`src/rtl/frwl_pkg.sv`:
```
// Package with the shared constants and codes of the fair reader/writer lock.
package frwl_pkg;

  // Depth of each wait queue and upper bound on the active reader count.
  localparam int unsigned MAX_THREADS = 16;

  // Widths of the queue index and of the counters that reach MAX_THREADS.
  localparam int unsigned QAW = (MAX_THREADS > 1) ? $clog2(MAX_THREADS) : 1;
  localparam int unsigned QCW = $clog2(MAX_THREADS + 1);

  // Fixed field widths of the request and result channels.
  localparam int unsigned MODE_W = 2;
  localparam int unsigned TID_W  = 4;
  localparam int unsigned OUTC_W = 3;
  localparam int unsigned RCNT_W = 5;

  typedef enum logic [MODE_W-1:0] {
    MODE_LOCK_RD   = 2'd0,
    MODE_UNLOCK_RD = 2'd1,
    MODE_LOCK_WR   = 2'd2,
    MODE_UNLOCK_WR = 2'd3
  } mode_e;

  typedef enum logic [OUTC_W-1:0] {
    OUT_GRANTED = 3'd0,
    OUT_QUEUED  = 3'd1,
    OUT_WOKEN   = 3'd2,
    OUT_NONE    = 3'd3,
    OUT_ERROR   = 3'd4
  } outcome_e;

endpackage

```
`src/rtl/frwl_req_if.sv`:
```
// Request channel: lock or unlock request from one thread.
interface frwl_req_if;
  logic                        valid;
  logic                        ready;
  logic [frwl_pkg::MODE_W-1:0] mode;
  logic [frwl_pkg::TID_W-1:0]  thread_id;

  modport source (output valid, output mode, output thread_id, input ready);
  modport sink (input valid, input mode, input thread_id, output ready);
endinterface

```
`src/rtl/frwl_res_if.sv`:
```
// Result channel: one outcome of a lock request and the lock state after it.
interface frwl_res_if;
  logic                        valid;
  logic                        ready;
  logic [frwl_pkg::OUTC_W-1:0] outcome;
  logic [frwl_pkg::TID_W-1:0]  woken_thread;
  logic                        last;
  logic [frwl_pkg::RCNT_W-1:0] readers_active;
  logic                        writer_holds;

  modport source (
    output valid, output outcome, output woken_thread, output last,
    output readers_active, output writer_holds, input ready
  );
  modport sink (
    input valid, input outcome, input woken_thread, input last,
    input readers_active, input writer_holds, output ready
  );
endinterface

```
`src/rtl/fair_reader_writer_lock.sv`:
```
// Fair reader/writer lock arbiter with reader and writer wait queues in memories.
// A request that grants, queues or fails passes through SEND into the output register;
// a request that hands over to a queued writer first passes through POPW (one writer-queue read).
// A writer unlock that wakes N queued readers gives one result per cycle while the consumer does not stall.
// One request at a time: the next is taken only after the last result of the previous one is loaded.
// Reset (rst_ni low, asynchronous): lock free, no readers, both queues empty, no result pending.
module fair_reader_writer_lock (
  input  logic       clk_i,
  input  logic       rst_ni,
  frwl_req_if.sink   req_i,
  frwl_res_if.source res_o
);
  import frwl_pkg::*;

  // Sequencer states. IDLE takes a request; SEND hands a single prepared result to the
  // output register; POPW waits for the writer queue read; WAKE drains the reader queue.
  localparam logic [1:0] S_IDLE = 2'd0;
  localparam logic [1:0] S_SEND = 2'd1;
  localparam logic [1:0] S_POPW = 2'd2;
  localparam logic [1:0] S_WAKE = 2'd3;

  // Wraps a queue index around the queue depth.
  function automatic logic [QAW-1:0] ptr_inc(input logic [QAW-1:0] p);
    logic [QAW:0] s;
    s = {1'b0, p} + 1'b1;
    if (s >= (QAW + 1)'(MAX_THREADS)) begin
      s = '0;
    end
    return s[QAW-1:0];
  endfunction

  // Slot behind the last queued entry, that is head plus count modulo the depth.
  function automatic logic [QAW-1:0] tail_of(input logic [QAW-1:0] h,
                                             input logic [QCW-1:0] c);
    logic [QCW:0] s;
    s = (QCW + 1)'(h) + (QCW + 1)'(c);
    if (s >= (QCW + 1)'(MAX_THREADS)) begin
      s = s - (QCW + 1)'(MAX_THREADS);
    end
    return s[QAW-1:0];
  endfunction

  logic [1:0]       state_q, state_d;
  logic             write_held_q, write_held_d;
  logic [QCW-1:0]   reader_count_q, reader_count_d;
  logic [QAW-1:0]   rq_head_q, rq_head_d;
  logic [QCW-1:0]   rq_cnt_q, rq_cnt_d;
  logic [QAW-1:0]   wq_head_q, wq_head_d;
  logic [QCW-1:0]   wq_cnt_q, wq_cnt_d;

  // Result being prepared for the single-result requests.
  outcome_e         pend_outc_q, pend_outc_d;
  logic [TID_W-1:0] pend_tid_q, pend_tid_d;

  // Output register; it decouples the sequencer from a stalled consumer.
  logic             out_valid_q;
  outcome_e         out_outc_q;
  logic [TID_W-1:0] out_tid_q;
  logic             out_last_q;
  logic [RCNT_W-1:0] out_ra_q;
  logic             out_wh_q;

  logic             out_load;
  outcome_e         out_outc;
  logic [TID_W-1:0] out_tid;
  logic             out_last;
  logic [RCNT_W-1:0] out_ra;
  logic             out_wh;

  // Wait queue memories: one write port and one registered read port each.
  logic [TID_W-1:0] rq_mem [MAX_THREADS];
  logic [TID_W-1:0] wq_mem [MAX_THREADS];
  logic [TID_W-1:0] rq_rdata_q;
  logic [TID_W-1:0] wq_rdata_q;
  logic [QAW-1:0]   rq_raddr;
  logic             rq_we, wq_we;
  logic [QAW-1:0]   rq_waddr, wq_waddr;

  logic             req_fire;
  logic             slot_free;
  logic             rq_full, wq_full;
  mode_e            req_mode;

  assign req_i.ready = (state_q == S_IDLE);
  assign req_fire    = req_i.valid && req_i.ready;
  assign req_mode    = mode_e'(req_i.mode);
  assign slot_free   = !out_valid_q || res_o.ready;
  assign rq_full     = (rq_cnt_q == QCW'(MAX_THREADS));
  assign wq_full     = (wq_cnt_q == QCW'(MAX_THREADS));
  assign rq_waddr    = tail_of(rq_head_q, rq_cnt_q);
  assign wq_waddr    = tail_of(wq_head_q, wq_cnt_q);

  // The reader queue is read ahead: while WAKE pops an entry, the read already targets the
  // next head, so the following reader's id is ready in the next cycle.
  assign rq_raddr = (state_q == S_WAKE && slot_free) ? ptr_inc(rq_head_q) : rq_head_q;

  always_comb begin
    state_d        = state_q;
    write_held_d   = write_held_q;
    reader_count_d = reader_count_q;
    rq_head_d      = rq_head_q;
    rq_cnt_d       = rq_cnt_q;
    wq_head_d      = wq_head_q;
    wq_cnt_d       = wq_cnt_q;
    pend_outc_d    = pend_outc_q;
    pend_tid_d     = pend_tid_q;
    rq_we          = 1'b0;
    wq_we          = 1'b0;
    out_load       = 1'b0;
    out_outc       = pend_outc_q;
    out_tid        = pend_tid_q;
    out_last       = 1'b1;
    out_ra         = RCNT_W'(reader_count_q);
    out_wh         = write_held_q;

    case (state_q)
      S_IDLE: begin
        if (req_fire) begin
          // All lock state changes of a single-result request are made here, so that the
          // result reports the state after it.
          pend_tid_d = req_i.thread_id;
          state_d    = S_SEND;
          case (req_mode)
            MODE_LOCK_RD: begin
              if (wq_cnt_q != '0 || write_held_q) begin
                // Writers have priority: a reader waits behind any queued writer.
                if (rq_full) begin
                  pend_outc_d = OUT_ERROR;
                end else begin
                  rq_we       = 1'b1;
                  rq_cnt_d    = rq_cnt_q + 1'b1;
                  pend_outc_d = OUT_QUEUED;
                end
              end else if (reader_count_q >= QCW'(MAX_THREADS)) begin
                pend_outc_d = OUT_ERROR;
              end else begin
                reader_count_d = reader_count_q + 1'b1;
                pend_outc_d    = OUT_GRANTED;
              end
            end
            MODE_UNLOCK_RD: begin
              if (write_held_q || reader_count_q == '0) begin
                pend_outc_d = OUT_ERROR;
              end else begin
                reader_count_d = reader_count_q - 1'b1;
                if (reader_count_q == QCW'(1) && wq_cnt_q != '0) begin
                  // The last reader leaves: the oldest waiting writer takes the lock. Its id
                  // comes out of the writer queue read issued in this cycle.
                  write_held_d = 1'b1;
                  wq_head_d    = ptr_inc(wq_head_q);
                  wq_cnt_d     = wq_cnt_q - 1'b1;
                  pend_outc_d  = OUT_WOKEN;
                  state_d      = S_POPW;
                end else begin
                  pend_outc_d = OUT_NONE;
                end
              end
            end
            MODE_LOCK_WR: begin
              if (reader_count_q != '0 || write_held_q) begin
                if (wq_full) begin
                  pend_outc_d = OUT_ERROR;
                end else begin
                  wq_we       = 1'b1;
                  wq_cnt_d    = wq_cnt_q + 1'b1;
                  pend_outc_d = OUT_QUEUED;
                end
              end else begin
                write_held_d = 1'b1;
                pend_outc_d  = OUT_GRANTED;
              end
            end
            MODE_UNLOCK_WR: begin
              if (!write_held_q || reader_count_q != '0) begin
                pend_outc_d = OUT_ERROR;
              end else if (rq_cnt_q != '0) begin
                // Every waiting reader is released, one result each, in queue order.
                write_held_d = 1'b0;
                state_d      = S_WAKE;
              end else if (wq_cnt_q != '0) begin
                // The lock passes straight to the next writer and stays write-held.
                wq_head_d   = ptr_inc(wq_head_q);
                wq_cnt_d    = wq_cnt_q - 1'b1;
                pend_outc_d = OUT_WOKEN;
                state_d     = S_POPW;
              end else begin
                write_held_d = 1'b0;
                pend_outc_d  = OUT_NONE;
              end
            end
            default: begin
              pend_outc_d = OUT_ERROR;
            end
          endcase
        end
      end
      S_POPW: begin
        pend_tid_d = wq_rdata_q;
        state_d    = S_SEND;
      end
      S_SEND: begin
        if (slot_free) begin
          out_load = 1'b1;
          state_d  = S_IDLE;
        end
      end
      S_WAKE: begin
        if (slot_free) begin
          out_load       = 1'b1;
          out_outc       = OUT_WOKEN;
          out_tid        = rq_rdata_q;
          out_last       = (rq_cnt_q == QCW'(1));
          out_ra         = RCNT_W'(reader_count_q + 1'b1);
          out_wh         = 1'b0;
          reader_count_d = reader_count_q + 1'b1;
          rq_head_d      = ptr_inc(rq_head_q);
          rq_cnt_d       = rq_cnt_q - 1'b1;
          if (rq_cnt_q == QCW'(1)) begin
            state_d = S_IDLE;
          end
        end
      end
      default: begin
        state_d = S_IDLE;
      end
    endcase
  end

  always_ff @(posedge clk_i or negedge rst_ni) begin
    if (!rst_ni) begin
      state_q        <= S_IDLE;
      write_held_q   <= 1'b0;
      reader_count_q <= '0;
      rq_head_q      <= '0;
      rq_cnt_q       <= '0;
      wq_head_q      <= '0;
      wq_cnt_q       <= '0;
      out_valid_q    <= 1'b0;
    end else begin
      state_q        <= state_d;
      write_held_q   <= write_held_d;
      reader_count_q <= reader_count_d;
      rq_head_q      <= rq_head_d;
      rq_cnt_q       <= rq_cnt_d;
      wq_head_q      <= wq_head_d;
      wq_cnt_q       <= wq_cnt_d;
      if (out_load) begin
        out_valid_q <= 1'b1;
      end else if (res_o.ready) begin
        out_valid_q <= 1'b0;
      end
    end
  end

  always_ff @(posedge clk_i) begin
    pend_outc_q <= pend_outc_d;
    pend_tid_q  <= pend_tid_d;
    if (out_load) begin
      out_outc_q <= out_outc;
      out_tid_q  <= out_tid;
      out_last_q <= out_last;
      out_ra_q   <= out_ra;
      out_wh_q   <= out_wh;
    end
  end

  // Queue memories. A request never pushes and pops the same queue. A push into an empty queue
  // writes the entry that its read port reads in that cycle; that stale read data is never used.
  always_ff @(posedge clk_i) begin
    if (rq_we) begin
      rq_mem[rq_waddr] <= req_i.thread_id;
    end
    rq_rdata_q <= rq_mem[rq_raddr];
  end

  always_ff @(posedge clk_i) begin
    if (wq_we) begin
      wq_mem[wq_waddr] <= req_i.thread_id;
    end
    wq_rdata_q <= wq_mem[wq_head_q];
  end

  assign res_o.valid          = out_valid_q;
  assign res_o.outcome        = out_outc_q;
  assign res_o.woken_thread   = out_tid_q;
  assign res_o.last           = out_last_q;
  assign res_o.readers_active = out_ra_q;
  assign res_o.writer_holds   = out_wh_q;

  // A writer and active readers never hold the lock together.
  assert property (@(posedge clk_i) disable iff (!rst_ni)
    !(write_held_q && reader_count_q != '0))
    else $error("lock held by a writer and by readers at once");

  // The reader wake sequence only runs while readers are queued.
  assert property (@(posedge clk_i) disable iff (!rst_ni)
    (state_q == S_WAKE) |-> (rq_cnt_q != '0))
    else $error("reader wake with an empty reader queue");

  // While the sequencer is idle, queued readers always wait on a writer, held or queued.
  assert property (@(posedge clk_i) disable iff (!rst_ni)
    (state_q == S_IDLE && rq_cnt_q != '0) |-> (write_held_q || wq_cnt_q != '0))
    else $error("readers left waiting on a free lock");

  // Queue fill counts stay within the queue depth.
  assert property (@(posedge clk_i) disable iff (!rst_ni)
    (rq_cnt_q <= QCW'(MAX_THREADS)) && (wq_cnt_q <= QCW'(MAX_THREADS)))
    else $error("wait queue count beyond its depth");

  // A wake result with last set ends the sequence and returns to taking requests.
  assert property (@(posedge clk_i) disable iff (!rst_ni)
    (state_q == S_WAKE && out_load && out_last) |=> (state_q == S_IDLE))
    else $error("reader wake did not end after its last result");

endmodule
```
`src/flat_wrapper.sv`:
```
// flat-port wrapper written by rule: the top's interface ports become plain ports
module fair_reader_writer_lock_flat import frwl_pkg::*;
  (clk_i, rst_ni, req_i_valid, req_i_mode, req_i_thread_id, req_i_ready, res_o_valid, res_o_outcome, res_o_woken_thread, res_o_last, res_o_readers_active, res_o_writer_holds, res_o_ready);
  frwl_req_if req_i_i ();
  frwl_res_if res_o_i ();
  input  logic clk_i;
  input  logic rst_ni;
  input wire logic [$bits(req_i_i.valid)-1:0] req_i_valid;
  input wire logic [$bits(req_i_i.mode)-1:0] req_i_mode;
  input wire logic [$bits(req_i_i.thread_id)-1:0] req_i_thread_id;
  output wire logic [$bits(req_i_i.ready)-1:0] req_i_ready;
  output wire logic [$bits(res_o_i.valid)-1:0] res_o_valid;
  output wire logic [$bits(res_o_i.outcome)-1:0] res_o_outcome;
  output wire logic [$bits(res_o_i.woken_thread)-1:0] res_o_woken_thread;
  output wire logic [$bits(res_o_i.last)-1:0] res_o_last;
  output wire logic [$bits(res_o_i.readers_active)-1:0] res_o_readers_active;
  output wire logic [$bits(res_o_i.writer_holds)-1:0] res_o_writer_holds;
  input wire logic [$bits(res_o_i.ready)-1:0] res_o_ready;
  assign req_i_i.valid = req_i_valid;
  assign req_i_i.mode = req_i_mode;
  assign req_i_i.thread_id = req_i_thread_id;
  assign req_i_ready = req_i_i.ready;
  assign res_o_valid = res_o_i.valid;
  assign res_o_outcome = res_o_i.outcome;
  assign res_o_woken_thread = res_o_i.woken_thread;
  assign res_o_last = res_o_i.last;
  assign res_o_readers_active = res_o_i.readers_active;
  assign res_o_writer_holds = res_o_i.writer_holds;
  assign res_o_i.ready = res_o_ready;
  fair_reader_writer_lock u_core (.clk_i(clk_i), .rst_ni(rst_ni), .req_i(req_i_i), .res_o(res_o_i));
endmodule
```
`config.mk`:
```
export PLATFORM = sky130hd
export DESIGN_NAME = fair_reader_writer_lock_flat
export DESIGN_NICKNAME = d
export VERILOG_FILES = /design/src/rtl/frwl_pkg.sv /design/src/rtl/frwl_req_if.sv /design/src/rtl/frwl_res_if.sv /design/src/rtl/fair_reader_writer_lock.sv /design/src/flat_wrapper.sv
export SDC_FILE = /design/constraint.sdc
export NUM_CORES = 1
export LEC_CHECK = 0
export BUFFER_PORTS_ARGS = -buffer_cell sky130_fd_sc_hd__buf_2
export CAP_MARGIN = 20
export CORE_UTILIZATION = 50
export DETAILED_ROUTE_END_ITERATION = 6
export PLACE_DENSITY = 0.68
export SETUP_SLACK_MARGIN = 0.3
export SLEW_MARGIN = 15
export SYNTH_ARGS = -nofsm -noshare
export SYNTH_HDL_FRONTEND = slang
export SYNTH_SLANG_ARGS = --single-unit
```
`constraint.sdc`:
```
create_clock -name clk_i -period 4.3 [get_ports clk_i]
set_input_delay 0.215 -clock clk_i [delete_from_list [all_inputs] [get_ports clk_i]]
set_output_delay 0.215 -clock clk_i [all_outputs]
set_load 0.1 [all_outputs]
```
======== Word level (Yosys, flattened, before mapping) ========
Memory sizes are Yosys's and may differ from the RTL's. A register that Yosys moved wholly into a read port is not among the register bits.
Index checks and enable logic that the tools add are counted.
W data, S select, Z words.
storage, ports and cells
  RAM bits ................................ 128
  input bits .............................. 10
  flip-flop bits (word level) ............. 48
  bits in read-only memories .............. 0
  output and inout port bits .............. 16
  memories kept ........................... 2
  logic and storage cells ................. 184
  bits in latches ......................... 0
memory list
  name           words  bits a word  read ports  clocked after Yosys merged registers in  write ports  RTL line                       text
  u_core.rq_mem  16     4            1           1                                        1            fair_reader_writer_lock.sv:71  logic [TID_W-1:0] rq_mem [MAX_THREADS];
  u_core.wq_mem  16     4            1           1                                        1            fair_reader_writer_lock.sv:72  logic [TID_W-1:0] wq_mem [MAX_THREADS];
operators by class
  shifts and indexed selects .............. 0
  divide/modulo/power cells ............... 0
  $add $sub $neg .......................... 12
  eq/ne operators ......................... 31
  muxes and demuxes ....................... 88
  $mul .................................... 0
  $lt $le $gt $ge ......................... 5
  reduce and logical (&&, ||, !) cells .... 31
  bitwise logic cells ..................... 0
operators with widths
  operator               number
  $mux W5                18
  $mux W4                13
  $mux W3                10
  $pmux W5 S2            3
  $mux W1                28
  $ne A2 B2 Y1 const B   10
  $mux W2                9
  $pmux W4 S2            2
  $reduce_and A8 Y1      2
  $add A5 B1 Y5 const B  3
  $ge A5 B5 Y1 const B   3
  $ne A3 B3 Y1 const B   5
  $pmux W5 S3            1
  $reduce_bool A5 Y1     3
  $sub A5 B1 Y5 const B  3
  $add A4 B5 Y6          2
  $ge A6 B5 Y1 const B   2
  $pmux W3 S4            1
  $reduce_and A6 Y1      2
  $add A4 B1 Y5 const B  2
  $eq A5 B1 Y1 const B   2
  $eq A5 B5 Y1 const B   2
  $ne A2 B1 Y1 const B   5
  $reduce_and A10 Y1     1
  other kinds (18)       35

======== Depth between registers and ports, before layout ========
  depth after elaboration ................. 8
  gate-level depth with buffers ........... 10
  gate-level depth less buffers ........... 9

======== Worst setup path after synthesis ========
Ideal clock, no wire load.
  path kind ............................... register to register
  start ................................... reg u_core.state_q[0]
  end ..................................... mem u_core.rq_mem[0][0], enable pin
  setup slack ............................. 0.488 ns
  arrival time ............................ 3.483 ns
  stages on the path, launching flop included .. 7
  data required time ...................... 3.971 ns
  cell sequence ........................... dfrtp_1 clkbuf_1 nor2_1 nand2_1 nor3_1 or3b_2 nor2_1
between the ends
  cells in the longest elaborated chain, start to end .. 6
ends and longest elaborated chain
  element                            RTL line                        text
  from (decl)                        fair_reader_writer_lock.sv:43   logic [1:0] state_q, state_d;
  from (signal assigned)             fair_reader_writer_lock.sv:240  state_q <= state_d;
  $logic_not A2 Y1 (*)               fair_reader_writer_lock.sv:84   assign req_i.ready = (state_q == S_IDLE);
  named net req_i_ready              flat_wrapper.sv:11              output wire logic [$bits(req_i_i.ready)-1:0] req_i_ready;
  $logic_and A1 B1 Y1                fair_reader_writer_lock.sv:85   assign req_fire = req_i.valid && req_i.ready;
  $mux W1                            fair_reader_writer_lock.sv:118  if (req_fire) begin
  $mux W1 (*)                        fair_reader_writer_lock.sv:116  case (state_q)
  $mux W1 (*)                        fair_reader_writer_lock.sv:270  if (rq_we) begin
  $mux W1 (implied by the code) (*)  fair_reader_writer_lock.sv:271  rq_mem[rq_waddr] <= req_i.thread_id;
  to (decl)                          fair_reader_writer_lock.sv:71
Mark *: on every way through the listed nets, which the timed path passes. The rest lies on a longest branch.

======== Final worst setup path ========
  start ................................... reg u_core.rq_head_q[1]
  end ..................................... reg u_core.rq_rdata_q[1] (read register of u_core.rq_mem)
between the ends
  cells in the longest elaborated chain, start to end .. 4
ends and longest elaborated chain
  element                 RTL line                        text
  from (decl)             fair_reader_writer_lock.sv:46   logic [QAW-1:0] rq_head_q, rq_head_d;
  from (signal assigned)  fair_reader_writer_lock.sv:243  rq_head_q <= rq_head_d;
  $add A4 B1 Y5           fair_reader_writer_lock.sv:25   s = {1'b0, p} + 1'b1;
  $ge A5 B5 Y1            fair_reader_writer_lock.sv:26   if (s >= (QAW + 1)'(MAX_THREADS)) begin
  $mux W4                 fair_reader_writer_lock.sv:26
  $mux W4 (*)             fair_reader_writer_lock.sv:95   assign rq_raddr = (state_q == S_WAKE && slot_free) ? ptr_inc(rq_head_q) : rq_head_q;
  to (decl)               fair_reader_writer_lock.sv:73   logic [TID_W-1:0] rq_rdata_q;
Mark *: on every way between the ends. The rest lies on a longest branch, timed or not.
A chain may end at the register's enable or synchronous reset.

==> results_dict.tcl <==
set metrics [dict create \
    gp_congestion 0.9094 \
    reg2reg_slack_ns 0.93 \
    yosys.area_share.simple 0.1144 \
    synth_xor_area_frac 0.02982 \
    via_per_inst 6.318 \
    hold_class "input pin to flop" \
    crit_fanout 21 \
    yosysTopAreaCell "edfxtp_1" \
    mostFrequentLayoutCell "edfxtp_1" \
    grt_overflow 0 \
    tritoncts "done" \
    hold_ws_ns 0.1700 \
    critical-path-max-stage-delay_ns 0.78 \
    worstPathRequired_ns 4.67 \
    ys_seq_area_frac 0.6026 \
    layout_min_cycle_time_ns 3.374 \
    syn_to_final_growth_pct 10.76 \
    fin_worst_skew_ns 0.01019 \
    tns_ns 0 \
    drv_slew 0 \
    syn-num-nets 720 \
    cts_setup_buffers 0 \
    drive_gt1_frac 0.1636 \
    reg2reg_from "u_core.rq_head_q[1]" \
    endpoint_kind "flop" \
    insertion_delay_ns 0.43 \
    synth_top_flop_cell "edfxtp_1" \
    min_from "req_i_valid" \
    cts_sinks 184 \
    crit_type "flop to flop" \
    dieHeight_um 134.8 \
    start_util 0.5113 \
    rows 48 \
    fmax_mhz 296.4 \
    synth_cell_type_count 65 \
    fin_nets 734 \
    routed_wl_mm 20.16 \
    finalSetupViolCount 0 \
    grt_pass1_vias 5745 \
    synth_top_family_by_area "compound AO/OA/AOI/OAI gates" \
    arrival_ns 3.75 \
    worst_pin_slew_ns 0.9607 \
    synth_mux_area_frac 0.07582 \
    antenna_found_initial 0 \
    firstDrtPassIters 7 \
    syn_avg_cell_area_sq_um 12.81 \
    ios 26 \
    crit_path_start_kind "flop" \
    vias 5939 \
    slowest_stage "a21boi_1" \
    synth_top_area_share 0.5077 \
    power_density_nw_per_um2 443.3 \
    hpwl_mm 13.67 \
    synth-seq-cells 184 \
    busiest_layer "met2" \
    worstSetupStartpoint "u_core.rq_head_q[1]" \
    max_slew_margin 0.3581 \
    cap_violations 0 \
    grtUsageMet1 0.3327 \
    syn_inst 688 \
    cts_made_buffers 17 \
    cp_num_buf_inv 1 \
    drc 13 \
    yosys-top-cells-area "edfxtp_1 51%, dfrtp_1 7.7%, mux4_2 5.1%" \
    grt_pass1_wl_mm 32.29 \
    path_clk_slew_ns 0.07 \
    synth-compound-area-share 0.1177 \
    diodes 0 \
    wl_per_cell_um 21.45 \
    grt_start_max_net_pins 34 \
    met3_usage 0.03829 \
    rsz0062_at_grt "false" \
    ys_warn_count 0 \
    status "finished, violations left" \
    path_cells "ha_1, nand3_1, and3_1, a21boi_1, inv_1, o311ai_0, and4_1" \
    cts_max_path_buffers 2 \
    ant_nets 0 \
    synth-edff-count 149 \
    synthArstFlopShare 0.1467 \
    die-area_sq_um 18160 \
    cpLargestDelayFamily "compound AO/OA/AOI/OAI gates" \
    mostFrequentLayoutCells "149 x edfxtp_1, 61 x nor2_1, 59 x nand2_1" \
    worstHoldEndpoint "u_core.state_q[0]" \
    synth_fa_ha_area_frac 0.03379 \
    met2_usage 0.3757 \
    cts-htree-levels 4 \
    period_share 0.7847 \
    power_leakage_uw 0.003315 \
    holdPathStages 3 \
    grt_usage 0.2356 \
    r2r_cells 7 \
    timing.rr.end "u_core.rq_rdata_q[1]" \
    drt-initial-drc-count 704 \
    cts-root-buf "clkbuf_16" \
    dieWidth_um 134.8 \
    placement.io_buffers 25 \
    synthesis.area_sq_um 8812 \
    core_area_sq_um 17240 \
    violations "DRC" \
    hold_viol_final 0 \
    ir_drop_v 0.0002915 \
]
[metal layers]
layer,part of all wire,vias up
li1,-,2649
met1,0.44,2949
met2,0.48,302
met3,0.069,39
met4,0.017,0
met5,0,-
[sequential cells by signal (all words and copies together) (netlist names)]
name                         flops
u_core.rq_mem                   64
u_core.wq_mem                   64
u_core.reader_count_q            5
u_core.res_o.readers_active      5
u_core.rq_cnt_q                  5
u_core.wq_cnt_q                  5
u_core.pend_tid_q                4
u_core.res_o.woken_thread        4
u_core.rq_head_q                 4
u_core.rq_rdata_q                4
u_core.wq_head_q                 4
u_core.wq_rdata_q                4
u_core.pend_outc_q               3
u_core.res_o.outcome             3
u_core.state_q                   2
u_core.res_o.last                1
u_core.res_o.valid               1
u_core.res_o.writer_holds        1
u_core.write_held_q              1
[report_power, final]
| group | internal, uW | total [uW] | switching [uW] |
|---|---|---|---|
| sequential | 2020 | 2100 | 76.9 |
| clock | 835 | 1590 | 753 |
| combinational | 132 | 639 | 506 |
| total | 2990 | 4330 | 1340 |
[per-stage QoR]
stage	cells	total power [uW]	util	setup slack (ns)	cell area, sq um
after CTS	940	4342	0.5663	1.010	9761
after global placement	907	2765	0.5306	1.150	9145
after detailed placement	907	2777	0.5306	1.054	9145
after global routing	940	4461	0.5663	0.6796	9761
final	940	4327	0.5663	0.9256	9761
after floorplan	688	2614	-	0.4883	8812
[Yosys cell counts (6+ instances only)]
cell type / instances
edfxtp_1: 149
nor2_1: 62
nand2_1: 59
clkbuf_1: 34
o21ai_0: 33
nand3_1: 29
dfrtp_1: 27
mux4_2: 20
ha_1: 19
inv_1: 19
a21oi_1: 18
xnor2_1: 18
o211ai_1: 17
a211oi_1: 14
mux2_2: 14
o221ai_1: 12
xor2_1: 12
and2_1: 10
dfxtp_1: 8
o311ai_0: 8
mux2i_1: 6
nand3b_1: 6
[worst max path at each step]
stage,depth (start not counted),end,slack [ns]
3_5_place_dp,7,u_core.rq_mem[12][2],1.05
3_3_place_gp,7,u_core.rq_mem[12][2],1.15
2_1_floorplan,6,u_core.rq_mem[0][0],0.49
6_report,7,u_core.rq_rdata_q[1],0.93
4_1_cts,7,u_core.rq_rdata_q[2],1.01
5_1_grt,7,u_core.rq_rdata_q[2],0.68
[cell families (layout without fill, tap and decap cells)]
| group | count (synthesis) | after routing |
|---|---|---|
| and+or+nand+nor | 208 | 208 |
| DFF | 184 | 184 |
| AOI/OAI and AO/OA | 144 | 144 |
| buffers and inverters | 60 | 87 |
| muxes | 40 | 40 |
| xor gates and xnor gates | 30 | 30 |
| adders and majority gates | 22 | 22 |
[worst register-to-register path: cells and delay by family (launching register included)]
family	cells	cell delay, ns
AOI/OAI and AO/OA	2	1.30
and+or+nand+nor	3	0.67
buffers and inverters	1	0.54
DFF	1	0.46
adders and majority gates	1	0.36
[final cells by class]
class	count	area, sq um
tap	225	281.5
timing repair buffer	36	210.2
clock buffer	17	425.4
fill	1359	7476
inverter	19	71.32
multi-input combinational	444	3282
sequential	184	5310
clock inverter	15	180.2
[what timing repair did]
action | CTS | global route
gates resized for setup | 0 | 0
hold endpoints to repair | 27 | 0
hold buffers | 1 | 0
Power figures use the tool's default switching activity.
